## src/sv/hps_pkg.sv

```systemverilog
// Shared types and constants for the host power sequencer.
package hps_pkg;

  localparam int REMOTE_CODE_W = 32;
  localparam int CFG_TICKS_W   = 16;
  localparam int CFG_INDEX_W   = 3;

  localparam logic [CFG_TICKS_W-1:0] SHUTDOWN_TICKS_RESET = 16'd1000;
  localparam logic [CFG_TICKS_W-1:0] REBOOT_TICKS_RESET   = 16'd5000;
  localparam logic [CFG_TICKS_W-1:0] PROGRAM_TICKS_RESET  = 16'd15000;

  typedef enum logic [2:0] {
    KIND_TICK        = 3'd0,
    KIND_SHORT_PRESS = 3'd1,
    KIND_LONG_PRESS  = 3'd2,
    KIND_REMOTE      = 3'd3,
    KIND_FEEDBACK    = 3'd4,
    KIND_LED_DONE    = 3'd5,
    KIND_RECORD      = 3'd6,
    KIND_UNUSED      = 3'd7
  } kind_t;

  typedef enum logic [2:0] {
    MODE_OFF      = 3'd0,
    MODE_BOOTING  = 3'd1,
    MODE_ON       = 3'd2,
    MODE_SHUTDOWN = 3'd3,
    MODE_REBOOT   = 3'd4,
    MODE_PROG     = 3'd5
  } mode_t;

  typedef enum logic [1:0] {
    STEP_NONE = 2'd0,
    STEP_ON   = 2'd1,
    STEP_OFF  = 2'd2
  } step_t;

  typedef enum logic [2:0] {
    LED_DARK       = 3'd0,
    LED_LIT        = 3'd1,
    LED_SLOW_BLINK = 3'd2,
    LED_FAST_BLINK = 3'd3,
    LED_ONE_BLINK  = 3'd4,
    LED_TWO_BLINKS = 3'd5
  } led_t;

  typedef enum logic [CFG_INDEX_W-1:0] {
    REG_FORCE_OFF_ON_HOLD = 3'd0,
    REG_LED_DISABLED      = 3'd1,
    REG_LED_FADE_STYLE    = 3'd2,
    REG_LED_INVERTED      = 3'd3,
    REG_SHUTDOWN_TICKS    = 3'd4,
    REG_REBOOT_TICKS      = 3'd5,
    REG_PROGRAM_TICKS     = 3'd6
  } reg_index_t;

  typedef struct packed {
    logic                     force_off_on_hold;
    logic                     led_disabled;
    logic                     led_fade_style;
    logic                     led_inverted;
    logic [CFG_TICKS_W-1:0]   shutdown_trigger_ticks;
    logic [CFG_TICKS_W-1:0]   reboot_trigger_ticks;
    logic [CFG_TICKS_W-1:0]   program_timeout_ticks;
  } cfg_t;

  typedef struct packed {
    logic [2:0]               kind;
    logic [REMOTE_CODE_W-1:0] remote_code;
    logic                     remote_repeat;
    logic [7:0]               pulse_count;
    logic                     feedback_level;
  } event_t;

  typedef struct packed {
    logic       watch_level;
    logic       led_fade;
    logic [2:0] led_mode;
    logic [1:0] learn_step;
    logic [2:0] main_mode;
    logic       trigger_line;
    logic       power_enable;
  } result_t;

endpackage

```

## src/sv/hps_cfg.sv

```systemverilog
// Configuration register file for the host power sequencer.
module hps_cfg
  import hps_pkg::*;
(
  input  logic                   clk,
  input  logic                   rst,
  input  logic                   cfg_valid,
  output logic                   cfg_ready,
  input  logic [CFG_INDEX_W-1:0] cfg_index,
  input  logic [CFG_TICKS_W-1:0] cfg_data,
  output cfg_t                   cfg
);

  assign cfg_ready = 1'b1;

  always_ff @(posedge clk) begin
    if (rst) begin
      cfg.force_off_on_hold      <= 1'b0;
      cfg.led_disabled           <= 1'b0;
      cfg.led_fade_style         <= 1'b0;
      cfg.led_inverted           <= 1'b0;
      cfg.shutdown_trigger_ticks <= SHUTDOWN_TICKS_RESET;
      cfg.reboot_trigger_ticks   <= REBOOT_TICKS_RESET;
      cfg.program_timeout_ticks  <= PROGRAM_TICKS_RESET;
    end else if (cfg_valid) begin
      unique case (cfg_index)
        REG_FORCE_OFF_ON_HOLD: cfg.force_off_on_hold      <= cfg_data[0];
        REG_LED_DISABLED:      cfg.led_disabled           <= cfg_data[0];
        REG_LED_FADE_STYLE:    cfg.led_fade_style         <= cfg_data[0];
        REG_LED_INVERTED:      cfg.led_inverted           <= cfg_data[0];
        REG_SHUTDOWN_TICKS:    cfg.shutdown_trigger_ticks <= cfg_data;
        REG_REBOOT_TICKS:      cfg.reboot_trigger_ticks   <= cfg_data;
        REG_PROGRAM_TICKS:     cfg.program_timeout_ticks  <= cfg_data;
        default: ;
      endcase
    end
  end

endmodule

```

## src/sv/hps_ctrl.sv

```systemverilog
// Sequencer state, event handling and result decode.
module hps_ctrl
  import hps_pkg::*;
#(
  parameter int CODE_BITS  = 32,
  parameter int TIMER_BITS = 16
) (
  input  logic    clk,
  input  logic    rst,
  input  logic    advance,
  input  event_t  ev,
  input  cfg_t    cfg,
  output result_t result
);

  localparam logic [TIMER_BITS-1:0] TIMER_MAX = '1;

  mode_t                 mode_reg, mode_reg_next;
  mode_t                 saved_mode, saved_mode_next;
  step_t                 step_reg, step_reg_next;
  logic                  code_changing, code_changing_next;
  logic [CODE_BITS-1:0]  learned_on_code, learned_on_code_next;
  logic [CODE_BITS-1:0]  learned_off_code, learned_off_code_next;
  logic [TIMER_BITS-1:0] trigger_remaining, trigger_remaining_next;
  logic                  trigger_high, trigger_high_next;
  logic [TIMER_BITS-1:0] watchdog_remaining, watchdog_remaining_next;
  logic                  watchdog_running, watchdog_running_next;
  logic                  watch_level_reg, watch_level_reg_next;

  logic [CODE_BITS-1:0]  code_in;
  logic [TIMER_BITS-1:0] shutdown_load, reboot_load, program_load;
  led_t                  led_next;

  function automatic logic [TIMER_BITS-1:0] timer_load(input logic [CFG_TICKS_W-1:0] v);
    logic [TIMER_BITS-1:0] r;
    if (32'(v) > 32'(TIMER_MAX)) r = TIMER_MAX;
    else r = TIMER_BITS'(v);
    return r;
  endfunction

  assign code_in       = CODE_BITS'(ev.remote_code);
  assign shutdown_load = timer_load(cfg.shutdown_trigger_ticks);
  assign reboot_load   = timer_load(cfg.reboot_trigger_ticks);
  assign program_load  = timer_load(cfg.program_timeout_ticks);

  // next state
  always_comb begin
    mode_reg_next           = mode_reg;
    saved_mode_next         = saved_mode;
    step_reg_next           = step_reg;
    code_changing_next      = code_changing;
    learned_on_code_next    = learned_on_code;
    learned_off_code_next   = learned_off_code;
    trigger_remaining_next  = trigger_remaining;
    trigger_high_next       = trigger_high;
    watchdog_remaining_next = watchdog_remaining;
    watchdog_running_next   = watchdog_running;
    watch_level_reg_next    = watch_level_reg;
    if (advance) begin
      unique case (kind_t'(ev.kind))
        KIND_TICK: begin
          if (trigger_high) begin
            if (trigger_remaining <= TIMER_BITS'(1)) begin
              trigger_remaining_next = '0;
              trigger_high_next      = 1'b0;
            end else begin
              trigger_remaining_next = trigger_remaining - TIMER_BITS'(1);
            end
          end
          if (watchdog_running) begin
            if (watchdog_remaining <= TIMER_BITS'(1)) begin
              mode_reg_next           = saved_mode;
              step_reg_next           = STEP_NONE;
              code_changing_next      = 1'b0;
              watchdog_running_next   = 1'b0;
              watchdog_remaining_next = '0;
            end else begin
              watchdog_remaining_next = watchdog_remaining - TIMER_BITS'(1);
            end
          end
        end
        KIND_SHORT_PRESS: begin
          if (mode_reg == MODE_OFF) begin
            mode_reg_next        = MODE_BOOTING;
            watch_level_reg_next = 1'b0;
          end else if (mode_reg == MODE_ON) begin
            mode_reg_next          = MODE_SHUTDOWN;
            watch_level_reg_next   = 1'b1;
            trigger_high_next      = 1'b1;
            trigger_remaining_next = shutdown_load;
          end else if (mode_reg == MODE_PROG) begin
            if (step_reg == STEP_ON) begin
              code_changing_next      = 1'b1;
              watchdog_running_next   = 1'b1;
              watchdog_remaining_next = program_load;
            end else if (step_reg == STEP_OFF) begin
              learned_off_code_next = learned_on_code;
              code_changing_next    = 1'b1;
            end
          end
        end
        KIND_LONG_PRESS: begin
          if (mode_reg == MODE_ON) begin
            if (!cfg.force_off_on_hold) begin
              mode_reg_next          = MODE_REBOOT;
              watch_level_reg_next   = 1'b0;
              trigger_high_next      = 1'b1;
              trigger_remaining_next = reboot_load;
            end else begin
              mode_reg_next = MODE_OFF;
            end
          end else if (mode_reg == MODE_OFF) begin
            saved_mode_next         = mode_reg;
            mode_reg_next           = MODE_PROG;
            step_reg_next           = STEP_ON;
            code_changing_next      = 1'b0;
            watchdog_running_next   = 1'b1;
            watchdog_remaining_next = program_load;
          end else if (mode_reg == MODE_PROG) begin
            mode_reg_next           = saved_mode;
            step_reg_next           = STEP_NONE;
            code_changing_next      = 1'b0;
            watchdog_running_next   = 1'b0;
            watchdog_remaining_next = '0;
          end
        end
        KIND_REMOTE: begin
          if (!ev.remote_repeat) begin
            if (mode_reg != MODE_PROG) begin
              if (code_in == learned_on_code && mode_reg == MODE_OFF) begin
                mode_reg_next        = MODE_BOOTING;
                watch_level_reg_next = 1'b0;
              end else if (code_in == learned_off_code && mode_reg == MODE_ON) begin
                mode_reg_next          = MODE_SHUTDOWN;
                watch_level_reg_next   = 1'b1;
                trigger_high_next      = 1'b1;
                trigger_remaining_next = shutdown_load;
              end
            end else if (step_reg == STEP_ON) begin
              learned_on_code_next    = code_in;
              code_changing_next      = 1'b1;
              watchdog_running_next   = 1'b1;
              watchdog_remaining_next = program_load;
            end else if (step_reg == STEP_OFF) begin
              learned_off_code_next = code_in;
              code_changing_next    = 1'b1;
            end
          end
        end
        KIND_FEEDBACK: begin
          if (ev.pulse_count != 8'd0) begin
            if (mode_reg == MODE_ON) begin
              if (ev.pulse_count == 8'd1) begin
                mode_reg_next        = MODE_SHUTDOWN;
                watch_level_reg_next = 1'b1;
              end else if (ev.pulse_count == 8'd2) begin
                mode_reg_next        = MODE_REBOOT;
                watch_level_reg_next = 1'b0;
              end
            end
          end else if (!ev.feedback_level) begin
            mode_reg_next        = MODE_ON;
            watch_level_reg_next = 1'b1;
          end else begin
            mode_reg_next        = MODE_OFF;
            watch_level_reg_next = 1'b0;
          end
        end
        KIND_LED_DONE: begin
          code_changing_next = 1'b0;
          if (step_reg == STEP_ON) begin
            step_reg_next = STEP_OFF;
          end else if (step_reg == STEP_OFF) begin
            mode_reg_next           = saved_mode;
            step_reg_next           = STEP_NONE;
            watchdog_running_next   = 1'b0;
            watchdog_remaining_next = '0;
          end
        end
        KIND_RECORD: begin
          saved_mode_next         = mode_reg;
          mode_reg_next           = MODE_PROG;
          step_reg_next           = STEP_ON;
          code_changing_next      = 1'b0;
          watchdog_running_next   = 1'b1;
          watchdog_remaining_next = program_load;
        end
        default: ;
      endcase
    end
  end

  // outputs
  always_comb begin
    unique case (mode_reg_next)
      MODE_BOOTING, MODE_SHUTDOWN, MODE_REBOOT:
        led_next = cfg.led_disabled ? LED_DARK : LED_SLOW_BLINK;
      MODE_ON:
        led_next = (cfg.led_disabled || cfg.led_inverted) ? LED_DARK : LED_LIT;
      MODE_OFF:
        led_next = (!cfg.led_disabled && cfg.led_inverted) ? LED_LIT : LED_DARK;
      MODE_PROG: begin
        if (!code_changing_next) led_next = LED_FAST_BLINK;
        else if (step_reg_next == STEP_ON) led_next = LED_ONE_BLINK;
        else if (step_reg_next == STEP_OFF) led_next = LED_TWO_BLINKS;
        else led_next = LED_DARK;
      end
      default: led_next = LED_DARK;
    endcase
    result.power_enable = !(mode_reg_next == MODE_OFF || mode_reg_next == MODE_PROG);
    result.trigger_line = trigger_high_next;
    result.main_mode    = mode_reg_next;
    result.learn_step   = step_reg_next;
    result.led_mode     = led_next;
    result.led_fade     = cfg.led_fade_style;
    result.watch_level  = watch_level_reg_next;
  end

  always_ff @(posedge clk) begin
    if (rst) begin
      mode_reg           <= MODE_OFF;
      saved_mode         <= MODE_OFF;
      step_reg           <= STEP_NONE;
      code_changing      <= 1'b0;
      learned_on_code    <= '0;
      learned_off_code   <= '0;
      trigger_remaining  <= '0;
      trigger_high       <= 1'b0;
      watchdog_remaining <= '0;
      watchdog_running   <= 1'b0;
      watch_level_reg    <= 1'b0;
    end else begin
      mode_reg           <= mode_reg_next;
      saved_mode         <= saved_mode_next;
      step_reg           <= step_reg_next;
      code_changing      <= code_changing_next;
      learned_on_code    <= learned_on_code_next;
      learned_off_code   <= learned_off_code_next;
      trigger_remaining  <= trigger_remaining_next;
      trigger_high       <= trigger_high_next;
      watchdog_remaining <= watchdog_remaining_next;
      watchdog_running   <= watchdog_running_next;
      watch_level_reg    <= watch_level_reg_next;
    end
  end

  a_trigger_idle_clear: assert property (@(posedge clk) disable iff (rst)
    !trigger_high |-> trigger_remaining == '0)
    else $error("trigger timer count left while idle");

  a_watchdog_idle_clear: assert property (@(posedge clk) disable iff (rst)
    !watchdog_running |-> watchdog_remaining == '0)
    else $error("watchdog count left while stopped");

  a_changing_needs_step: assert property (@(posedge clk) disable iff (rst)
    code_changing |-> step_reg != STEP_NONE)
    else $error("code change flagged with no learn step");

endmodule

```

## src/sv/host_power_sequencer_core.sv

```systemverilog
// Top level of the host power sequencer: event register, control and result register.
//
//  port group  | dir | transfer when          | payload
//  s_*         | in  | s_tvalid & s_tready    | tuser kind, tdata event fields
//  m_*         | out | m_tvalid & m_tready    | tdata result fields
//  cfg_*       | in  | cfg_valid & cfg_ready  | cfg_index, cfg_data
//
// One event per cycle unless the result output stalls. The event register feeds the
// control logic, and the result register takes its result when the event advances.
// rst is synchronous; it resets state, config and valid flags, not data registers.
// A stalled result holds; an occupied event register then waits until it drains.
module host_power_sequencer_core
  import hps_pkg::*;
#(
  parameter int CODE_BITS  = 32,
  parameter int TIMER_BITS = 16
) (
  input  logic                   clk,
  input  logic                   rst,
  input  logic                   s_tvalid,
  output logic                   s_tready,
  input  logic [2:0]             s_tuser,  // kind
  // remote_code, remote_repeat, pulse_count, feedback_level, zero pad
  input  logic [47:0]            s_tdata,
  output logic                   m_tvalid,
  input  logic                   m_tready,
  // power_enable, trigger_line, main_mode, learn_step, led_mode, led_fade,
  // watch_level, zero pad
  output logic [15:0]            m_tdata,
  input  logic                   cfg_valid,
  output logic                   cfg_ready,
  input  logic [CFG_INDEX_W-1:0] cfg_index,
  input  logic [CFG_TICKS_W-1:0] cfg_data
);

  logic    ev_valid;
  event_t  ev;
  logic    advance;
  cfg_t    cfg;
  result_t result;
  result_t out_reg;

  assign advance  = ev_valid && (!m_tvalid || m_tready);
  assign s_tready = !ev_valid || advance;

  always_ff @(posedge clk) begin
    if (rst) begin
      ev_valid <= 1'b0;
    end else if (s_tready) begin
      ev_valid <= s_tvalid;
    end
  end

  always_ff @(posedge clk) begin
    if (s_tvalid && s_tready) begin
      ev.kind           <= s_tuser;
      ev.remote_code    <= s_tdata[31:0];
      ev.remote_repeat  <= s_tdata[32];
      ev.pulse_count    <= s_tdata[40:33];
      ev.feedback_level <= s_tdata[41];
    end
  end

  hps_cfg u_cfg (
    .clk       (clk),
    .rst       (rst),
    .cfg_valid (cfg_valid),
    .cfg_ready (cfg_ready),
    .cfg_index (cfg_index),
    .cfg_data  (cfg_data),
    .cfg       (cfg)
  );

  hps_ctrl #(
    .CODE_BITS  (CODE_BITS),
    .TIMER_BITS (TIMER_BITS)
  ) u_ctrl (
    .clk     (clk),
    .rst     (rst),
    .advance (advance),
    .ev      (ev),
    .cfg     (cfg),
    .result  (result)
  );

  always_ff @(posedge clk) begin
    if (rst) begin
      m_tvalid <= 1'b0;
    end else if (advance) begin
      m_tvalid <= 1'b1;
    end else if (m_tready) begin
      m_tvalid <= 1'b0;
    end
  end

  always_ff @(posedge clk) begin
    if (advance) begin
      out_reg <= result;
    end
  end

  assign m_tdata = {4'b0, out_reg};

endmodule

```

## config.mk

```make
export PLATFORM = sky130hd
export DESIGN_NAME = host_power_sequencer_core
export DESIGN_NICKNAME = d
export VERILOG_FILES = /design/src/sv/hps_pkg.sv /design/src/sv/hps_cfg.sv /design/src/sv/hps_ctrl.sv /design/src/sv/host_power_sequencer_core.sv
export SDC_FILE = /design/constraint.sdc
export NUM_CORES = 1
export LEC_CHECK = 0
export ABC_AREA = 1
export BUFFER_PORTS_ARGS = -buffer_cell sky130_fd_sc_hd__buf_2
export CAP_MARGIN = 20
export CORE_MARGIN = 10
export CORE_UTILIZATION = 60
export CTS_BUF_LIST = sky130_fd_sc_hd__clkbuf_8
export DETAILED_ROUTE_END_ITERATION = 10
export PLACE_DENSITY = 0.8
export SLEW_MARGIN = 20
export SYNTH_ARGS = -nofsm -noshare
export SYNTH_HDL_FRONTEND = slang
export SYNTH_SLANG_ARGS = --single-unit
```

## constraint.sdc

```tcl
create_clock -name clk -period 4.1 [get_ports clk]
set_clock_uncertainty 0.05 [all_clocks]
set_input_delay 0.82 -clock clk [delete_from_list [all_inputs] [get_ports clk]]
set_output_delay 0.82 -clock clk [all_outputs]
set_load 0.02 [all_outputs]
```

Word level (Yosys, flattened, before mapping):

Index checks and enable logic that the tools add are counted.

* $add $sub $neg: 2
* $lt $le $gt $ge: 2
* eq/ne operators: 50
* multiplexer cells: 132
* bitwise logic cells: 2
* reduce and logical (&&, ||, !) cells: 38

Operator list (number)
* 2-to-1 mux 16 bit: 23
* 2-to-1 mux 32 bit: 9
* one-hot mux 16 bit (6 select lines): 1
* 2-to-1 mux 3 bit: 24
* equality test 32 bit: 2
* one-hot mux 16 bit (4 select lines): 1
* one-hot mux 32 bit (2 select lines): 1
* 2-to-1 mux 1 bit: 55
* AND reduction 11 bit: 3
* <= comparator 16 x 1 -> 1 bit (second input constant): 2
* subtractor 16 x 1 -> 16 bit (second input constant): 2
* equality test 3 bit (second input constant): 9
* inequality test 2 x 1 -> 1 bit (second input constant): 11
* equality test 3 x 2 -> 1 bit (second input constant): 7
* one-hot mux 3 bit (7 select lines): 1
* 2-to-1 mux 2 bit: 10
* inequality test 2 bit (second input constant): 10
* AND reduction 2 bit: 7
* zero test 3 bit: 4
* one-hot mux 3 bit (4 select lines): 1
* AND reduction 12 bit: 1
* equality test 3 x 1 -> 1 bit (second input constant): 3
* equality test 8 x 1 -> 1 bit (second input constant): 1
* equality test 8 x 2 -> 1 bit (second input constant): 1
* 21 further kinds: 37

* register bits: 219
* output and inout port bits: 19

Longest topological paths before layout:

Gate-level depths: netlist of the first run.

* depth in word-level cells: 11
* depth in mapped cells: 19
* mapped depth without buffers: 18

By module:

Synthesis of the first run repeated with hierarchy kept, for this count alone.

* cells, all modules: 1391
* area total of the unflattened synthesis: 10726.5 µm²

By module, submodules not included
* hps_ctrl: instances 1, cells each 1026, area an instance 6789.0 µm²
* hps_cfg: instances 1, cells each 291, area an instance 2100.8 µm²
* host_power_sequencer_core: instances 1, cells each 74, area an instance 1836.8 µm²

Least setup slack after synthesis of the first run:

No wires, ideal clock.

* kind: input to register
* start point: input m_tready
* end point: register out_reg (netlist bit m_tdata[7]), data pin
* arrival time: 2.368 ns
* data required time: 3.798 ns
* slack: 1.430 ns
* cell stages on the path: 15
* cell sequence: inv_1 -> nand2_1 -> nand2_2 -> inv_2 -> nand2_1 -> a21oi_1 -> o21ai_0 -> nand2_1 -> inv_2 -> ha_1 -> or2_0 -> nand3_1 -> nand2_1 -> inv_1 -> nand2_1

RTL lines
* from (decl): RTL line host_power_sequencer_core.sv:26 `input logic m_tready,`
* to (signal assigned): RTL line host_power_sequencer_core.sv:98 `out_reg <= result;`
* to (decl): RTL line host_power_sequencer_core.sv:41 `result_t out_reg;`

Worst setup path after layout of the first run:

* start point: register ev[44] (netlist name)
* end point: register u_ctrl.learned_on_code[23]

* word-level cells in the longest chain between the ends: 2

Ends and longest elaborated chain
* equality test 3 x 2 -> 1 bit: RTL line hps_ctrl.sv:60 `unique case (kind_t'(ev.kind))`
* AND reduction 5 bit (no source line)
* to (signal assigned): RTL line hps_ctrl.sv:237 `learned_on_code <= learned_on_code_next;`
* to (decl): RTL line hps_ctrl.sv:22 `logic [CODE_BITS-1:0] learned_on_code, learned_on_code_next;`

No other way between the ends.
A chain may end at the register's enable or synchronous reset.

==> qor.yml, run 1 <==
place:
  gp_congestion: 0.932
  io_buffers: 82
  pre_cts_ws_ps: 986
  dp_hpwl_mm: 16.8
  placed_area_um2: 11000
run_status:
  status: "completed"
critical_path:
  reg2regPathDepth: 9
  cp.arrival_ps: 3500
  end_kind: "flip-flop"
  timing.rr.end: "u_ctrl.learned_on_code[23]"
  cp_max_fo: 64
  required_ps: 4480
  reg2reg_setup_slack_ps: 990
  path_class: "reg2reg"
  rr_startpoint: "ev[44]"
  start_kind: "flip-flop"
timing:
  post-route-period-util_pct: 75.9
  fin_tns_setup_ps: 0
  rsz0062_at_grt: "no"
  finalSetupViolations: 0
  slew_headroom_pct: 39.6
  maxSlewViolCount: 0
  timing.final.ws_setup_ps: 987
  layout_min_cycle_time_ps: 3110
  fmax_mhz: 321
  hold_viol_final: 0
  worst_slew_pin_slew_ps: 907
yosys:
  synthArstFlopShare_pct: 0
  synth_edf_count: 57
  synth.distinct_cells: 48
  yosysTopAreaCell: "dfxtp_1"
  synth_cells: 1327
  synthTopCellsByCount: "244 x nand2_1, 162 x dfxtp_1, 146 x o21ai_0"
  syn_avg_cell_area_um2: 7.87
  ys_ff_latch: 219
  synth_top_area_share_pct: 31.0
  netlist_area_um2: 10400
  synth_ff_type: "dfxtp_1"
  yosys-top-cells-area: "dfxtp_1 31%, edfxtp_1 16%, nand2_1 8.8%"
  yosysMostFrequentCell: "nand2_1"
  seq_area_frac_synth_pct: 47.4
  ys_warn_count: 0
cells_and_area:
  drive_above_1_share_pct: 13.5
  fill_cells: 1462
  multi_input_area_um2: 4700
  final-seq-area_um2: 4950
  largest_registers: "u_cfg.cfg (52), ev (45)"
  largest_reg_flops: 52
  stdcell_area_um2: 11700
  num-nets-final: 1487
  regMostFlops: "u_cfg.cfg"
  area_delta_synth_final_pct: 11.5
  diodes: 0
clocking:
  cts_root_buffer: "clkbuf_8"
  clk_latency_ps: 530
  post-cts-setup-buffer-count: 0
  cts_tree: "yes"
  cts_sinks: 219
  cts_buffers: 37
  cts_resized: 0
  clk_pin_slew_worst_paths_ps: 60
  clockBufferDepth: 3
  cts_hold_buf: 0
  htree_levels: 2
pwr:
  combPwrFrac_pct: 12.1
  switchingPower_mw: 1.28
  clkPwrFrac_pct: 37.5
  seq_power_share_pct: 50.4
  swShare_pct: 27.5
  leakage_nw: 4.92
  ir_drop_mv: 0.271
  internal_power_mw: 3.39
  p_per_area_nw_per_um2: 401
routing:
  drt-initial-drc-count: 764
  dr.pass1.iters: 7
  drc: 0
  vias_per_cell: 5.51
  wire_per_inst_um: 14.7
  ant_nets: 0
  wirelength_mm: 24.4
  via_count: 9137
job:
  maxCapViolCount: 0
global_routing:
  gr-total-overflow: 0
  grt_usage_pct: 20.3
  grt_pass1_vias: 8675
  grt_pass1_wl_mm: 41.0
  grt_antenna_before_repair: 1
  grt_max_degree: 65
min_path:
  hold_end: "m_tdata[10]"
  hold_depth: 0
  worstHoldStart: "u_cfg.cfg[49]"
  hp-class: "reg2reg"
die:
  core_um2: 17200
  die_area_um2: 23100
  fp-row-count: 48
  ios: 94
  fp.dieW_um: 152
  die_h_um: 152
  start_util_pct: 60.8
worst max-delay path: stages (launching register included):
cell	delay, ps
edfxtp_1	520
inv_2	210
nand3_2	410
buf_4	390
nor2_1	240
nand2_1	130
nor3_4	130
buf_4	500
o21ai_0	190
a21oi_1	210
layout by cell type (no fill, tap or decap), types with 3 or more instances in the layout:
| master | Yosys | final |
|---|---|---|
| nand2_1 | 244 | 244 |
| dfxtp_1 | 162 | 162 |
| o21ai_0 | 146 | 146 |
| inv_1 | 127 | 140 |
| nor2_1 | 136 | 136 |
| a21oi_1 | 89 | 89 |
| buf_2 | 5 | 82 |
| edfxtp_1 | 57 | 57 |
| nand3_1 | 56 | 56 |
| xnor2_1 | 47 | 47 |
| clkbuf_8 | 0 | 40 |
| a31oi_1 | 36 | 36 |
| xor2_1 | 25 | 25 |
| inv_2 | 18 | 20 |
| o21ai_1 | 15 | 15 |
| nand4_1 | 12 | 12 |
| nor3_1 | 11 | 11 |
| clkinv_1 | 4 | 10 |
| a22oi_1 | 10 | 10 |
| o22ai_1 | 9 | 9 |
| buf_4 | 8 | 9 |
| o211ai_1 | 8 | 8 |
| nand2_2 | 6 | 6 |
| a211oi_2 | 6 | 6 |
| nor2_2 | 5 | 5 |
| or2_2 | 5 | 5 |
| ha_1 | 5 | 5 |
| conb_1 | 2 | 5 |
| a211oi_1 | 4 | 4 |
| a21oi_2 | 3 | 3 |
| o22ai_2 | 3 | 3 |
| clkinvlp_4 | 0 | 3 |
cell type report:
class	count	area share, %
Sequential cell	219	42.5
Multi-Input combinational cell	908	40.3
Inverter	149	4.80
Clock buffer	40	4.72
Timing Repair Buffer	92	4.27
Tap cell	225	2.42
Clock inverter	26	0.956
cell families after synthesis:
kind of cell / synth area share (%)
simple gates: 19.9
compound gates: 18.3
flops: 47.4
buf+inv: 7.71
xor+xnor: 6.04
fa+ha+maj: 0.599
other cells: 0.0719
routing by layer:
layer	up-vias	global-route usage (%)	part of all wire [%]
met2	274	33.2	47
met4	2	6.83	2.2
met5	-	0	0.045
li1	4588	-	-
met3	58	5.02	6.8
met1	4215	25.8	44
how the worst max path moves through the flow:
stage | from | endpoint | slack (ps) | depth (start not counted)
final | ev[44] | u_ctrl.learned_on_code[23] | 990 | 9
after global routing | ev[44] | u_ctrl.learned_on_code[12] | 770 | 9
after CTS | ev[44] | u_ctrl.trigger_remaining[6] | 1020 | 10
after detailed placement | m_tready | m_tdata[9] | 990 | 17
after global placement | m_tready | m_tdata[7] | 1020 | 19
after floorplan | m_tready | m_tdata[7] | 1430 | 15
power by group through the flow:
stage / Clock, mW / Combinational [mW] / Sequential, mW
floorplan: 0 / 0.409 / 2.39
global placement: 0 / 0.549 / 2.40
detailed placement: 0 / 0.559 / 2.40
CTS: 1.78 / 0.563 / 2.35
global route: 1.89 / 0.637 / 2.36
finish: 1.76 / 0.566 / 2.36
through the flow:
stage / util, % / power [mW] / hold WS, ps / cells
after floorplan: - / 2.80 / 352 / 1330
after global placement: 64.0 / 2.95 / 359 / 1593
after detailed placement: 64.0 / 2.96 / 367 / 1593
after CTS: 67.8 / 4.70 / 379 / 1659
after global routing: 67.8 / 4.89 / 388 / 1659
final: 67.8 / 4.68 / 382 / 1659
(Power assumes the default switching activity.)
==> inputs of run 2 (changes only) <==
==> constraint.sdc (replaced) <==
create_clock -name clk -period 3.1 [get_ports clk]
set_clock_uncertainty 0.05 [all_clocks]
set_input_delay 0.62 -clock clk [delete_from_list [all_inputs] [get_ports clk]]
set_output_delay 0.62 -clock clk [all_outputs]
set_load 0.02 [all_outputs]
==> run 2 against run 1 <==
- utilization increased by 1.1 points
- flip-flop and latch count unchanged
- total power increased by 40%
- critical path depth increased by 8
- sequential share of layout area decreased by 0.68 points
- via count decreased by 0.18%
- die area unchanged
- clock-buffer cell count increased by 1
- combinational power increased by 38%
- worst hold slack got worse by 170 ps
- critical endpoint is now m_tdata[7]
==> qor.yml, run 2 (synthesized netlist as in run 1, its figures left out) <==
routing:
  ant_nets: 0
  via_count: 9121
  vias_per_cell: 5.47
  wirelength_mm: 24.7
  wire_per_inst_um: 14.8
  drt-initial-drc-count: 727
  drc: 0
  dr.pass1.iters: 5
cells_and_area:
  diodes: 0
  largest_reg_flops: 52
  final_common_cell: "nand2_1"
  fill_cells: 1410
  drive_above_1_share_pct: 14.6
  area_delta_synth_final_pct: 13.4
  num-nets-final: 1496
  stdcell_area_um2: 11800
  final_cells: 1668
  final_cell_mix: "244 x nand2_1, 162 x dfxtp_1, 146 x o21ai_0, 136 x nor2_1, 131 x inv_1"
  largest_registers: "u_cfg.cfg (52), ev (45)"
  regMostFlops: "u_cfg.cfg"
clocking:
  cts_root_buffer: "clkbuf_8"
  cts_hold_buf: 0
  htree_levels: 2
  post-cts-setup-buffer-count: 0
  clk_pin_slew_worst_paths_ps: 60
  cts_resized: 0
  cts_tree: "yes"
  cts_sinks: 219
  cts_buffers: 37
  clockBufferDepth: 3
  clk_latency_ps: 540
critical_path:
  cp_max_fo: 8
  cp-startpoint: "ev[44]"
  end_kind: "flip-flop"
  rr_startpoint: "ev[44]"
  required_ps: 3330
  cp.arrival_ps: 3030
  start_kind: "flip-flop"
  path_class: "reg2reg"
timing:
  rsz0062_at_grt: "no"
  hold_viol_final: 0
  layout_min_cycle_time_ps: 2800
  fin_tns_setup_ps: 0
  slew_headroom_pct: 37.5
  worst_slew_pin_slew_ps: 937
  maxSlewViolCount: 0
  fmax_mhz: 357
  post-route-period-util_pct: 90.3
  finalSetupViolations: 0
  hold_ws_ps: 209
global_routing:
  top_usage_layer: "met2"
  grt_util_met1_pct: 27.1
  grt_usage_pct: 20.4
  met3_usage_pct: 4.46
  grt_pass1_wl_mm: 41.1
  grt_use_met2_pct: 32.5
  gr-total-overflow: 0
  grt_antenna_before_repair: 1
  grt_max_degree: 65
  grt_pass1_vias: 8525
place:
  dp.cells: 1602
  gp_congestion: 0.952
  io_buffers: 82
  dp_hpwl_mm: 16.9
  placed_area_um2: 11100
run_status:
  status: "completed"
pwr:
  combPwrFrac_pct: 11.9
  p_per_area_nw_per_um2: 552
  internal_power_mw: 4.79
  leakage_nw: 5.00
  swShare_pct: 26.7
  switchingPower_mw: 1.75
  power_mw: 6.54
  seq_power_share_pct: 47.6
  ir_drop_mv: 0.448
  clkPwrFrac_pct: 40.5
min_path:
  worstHoldStart: "s_tdata[13]"
  hp-class: "in2reg"
die:
  die_h_um: 152
  ios: 94
  fp-row-count: 48
  fp.dieW_um: 152
  core_um2: 17200
  start_util_pct: 60.8
  die_area_um2: 23100
job:
  maxCapViolCount: 0
==> run 2: per-layer routing <==
metal  vias up  part of all wire, %
li1       4604                    -
met1      4173                   45
met2       295                   46
met3        47                  6.5
met4         2                  2.1
met5         -                0.028
==> run 2: worst paths after layout <==
kind                                     to  slack [ps]  cells past startpoint
worst min-delay path                 ev[23]         210                      1
worst max-delay path             m_tdata[7]         300                     17
worst max register to register   m_tdata[7]         300                     17
worst min register to register  m_tdata[10]         380                      0
==> run 2: worst max-delay path: stages, from the launching register on <==
cell,delay [ps]
edfxtp_1,520
inv_2,150
nor3_4,260
inv_2,90
nand2_1,100
inv_2,50
nand2_1,70
nand2_1,90
a21oi_1,240
o21ai_0,130
nand2_1,130
inv_2,50
ha_1,180
or2_0,220
nand3_1,80
nand2_1,50
inv_1,50
nand2_1,50
==> run 2: layout make-up <==
class                   instances  area (um^2)  area share [%]
repair buffers                101          591            4.99
clock buffers                  41          564            4.76
clock inverters                25          194            1.64
multi-input cells             908         4700            39.7
flip-flops and latches        219         4950            41.8
well taps                     225          282            2.38
inverters                     149          559            4.72
==> run 2: power groups by stage <==
stage	clock network, mW	registers, mW	logic [mW]
6_report	2.65	3.11	0.779
5_1_grt	2.83	3.12	0.872
4_1_cts	2.70	3.11	0.773
3_5_place_dp	0	3.17	0.766
3_3_place_gp	0	3.17	0.751
2_1_floorplan	0	3.17	0.541
==> run 2: per-stage QoR <==
stage / setup slack [ps] / utilization, %
finish: 302 / 68.9
global route: 129 / 68.9
CTS: 359 / 68.9
detailed placement: 387 / 64.5
global placement: 386 / 64.5
floorplan: 630 / -
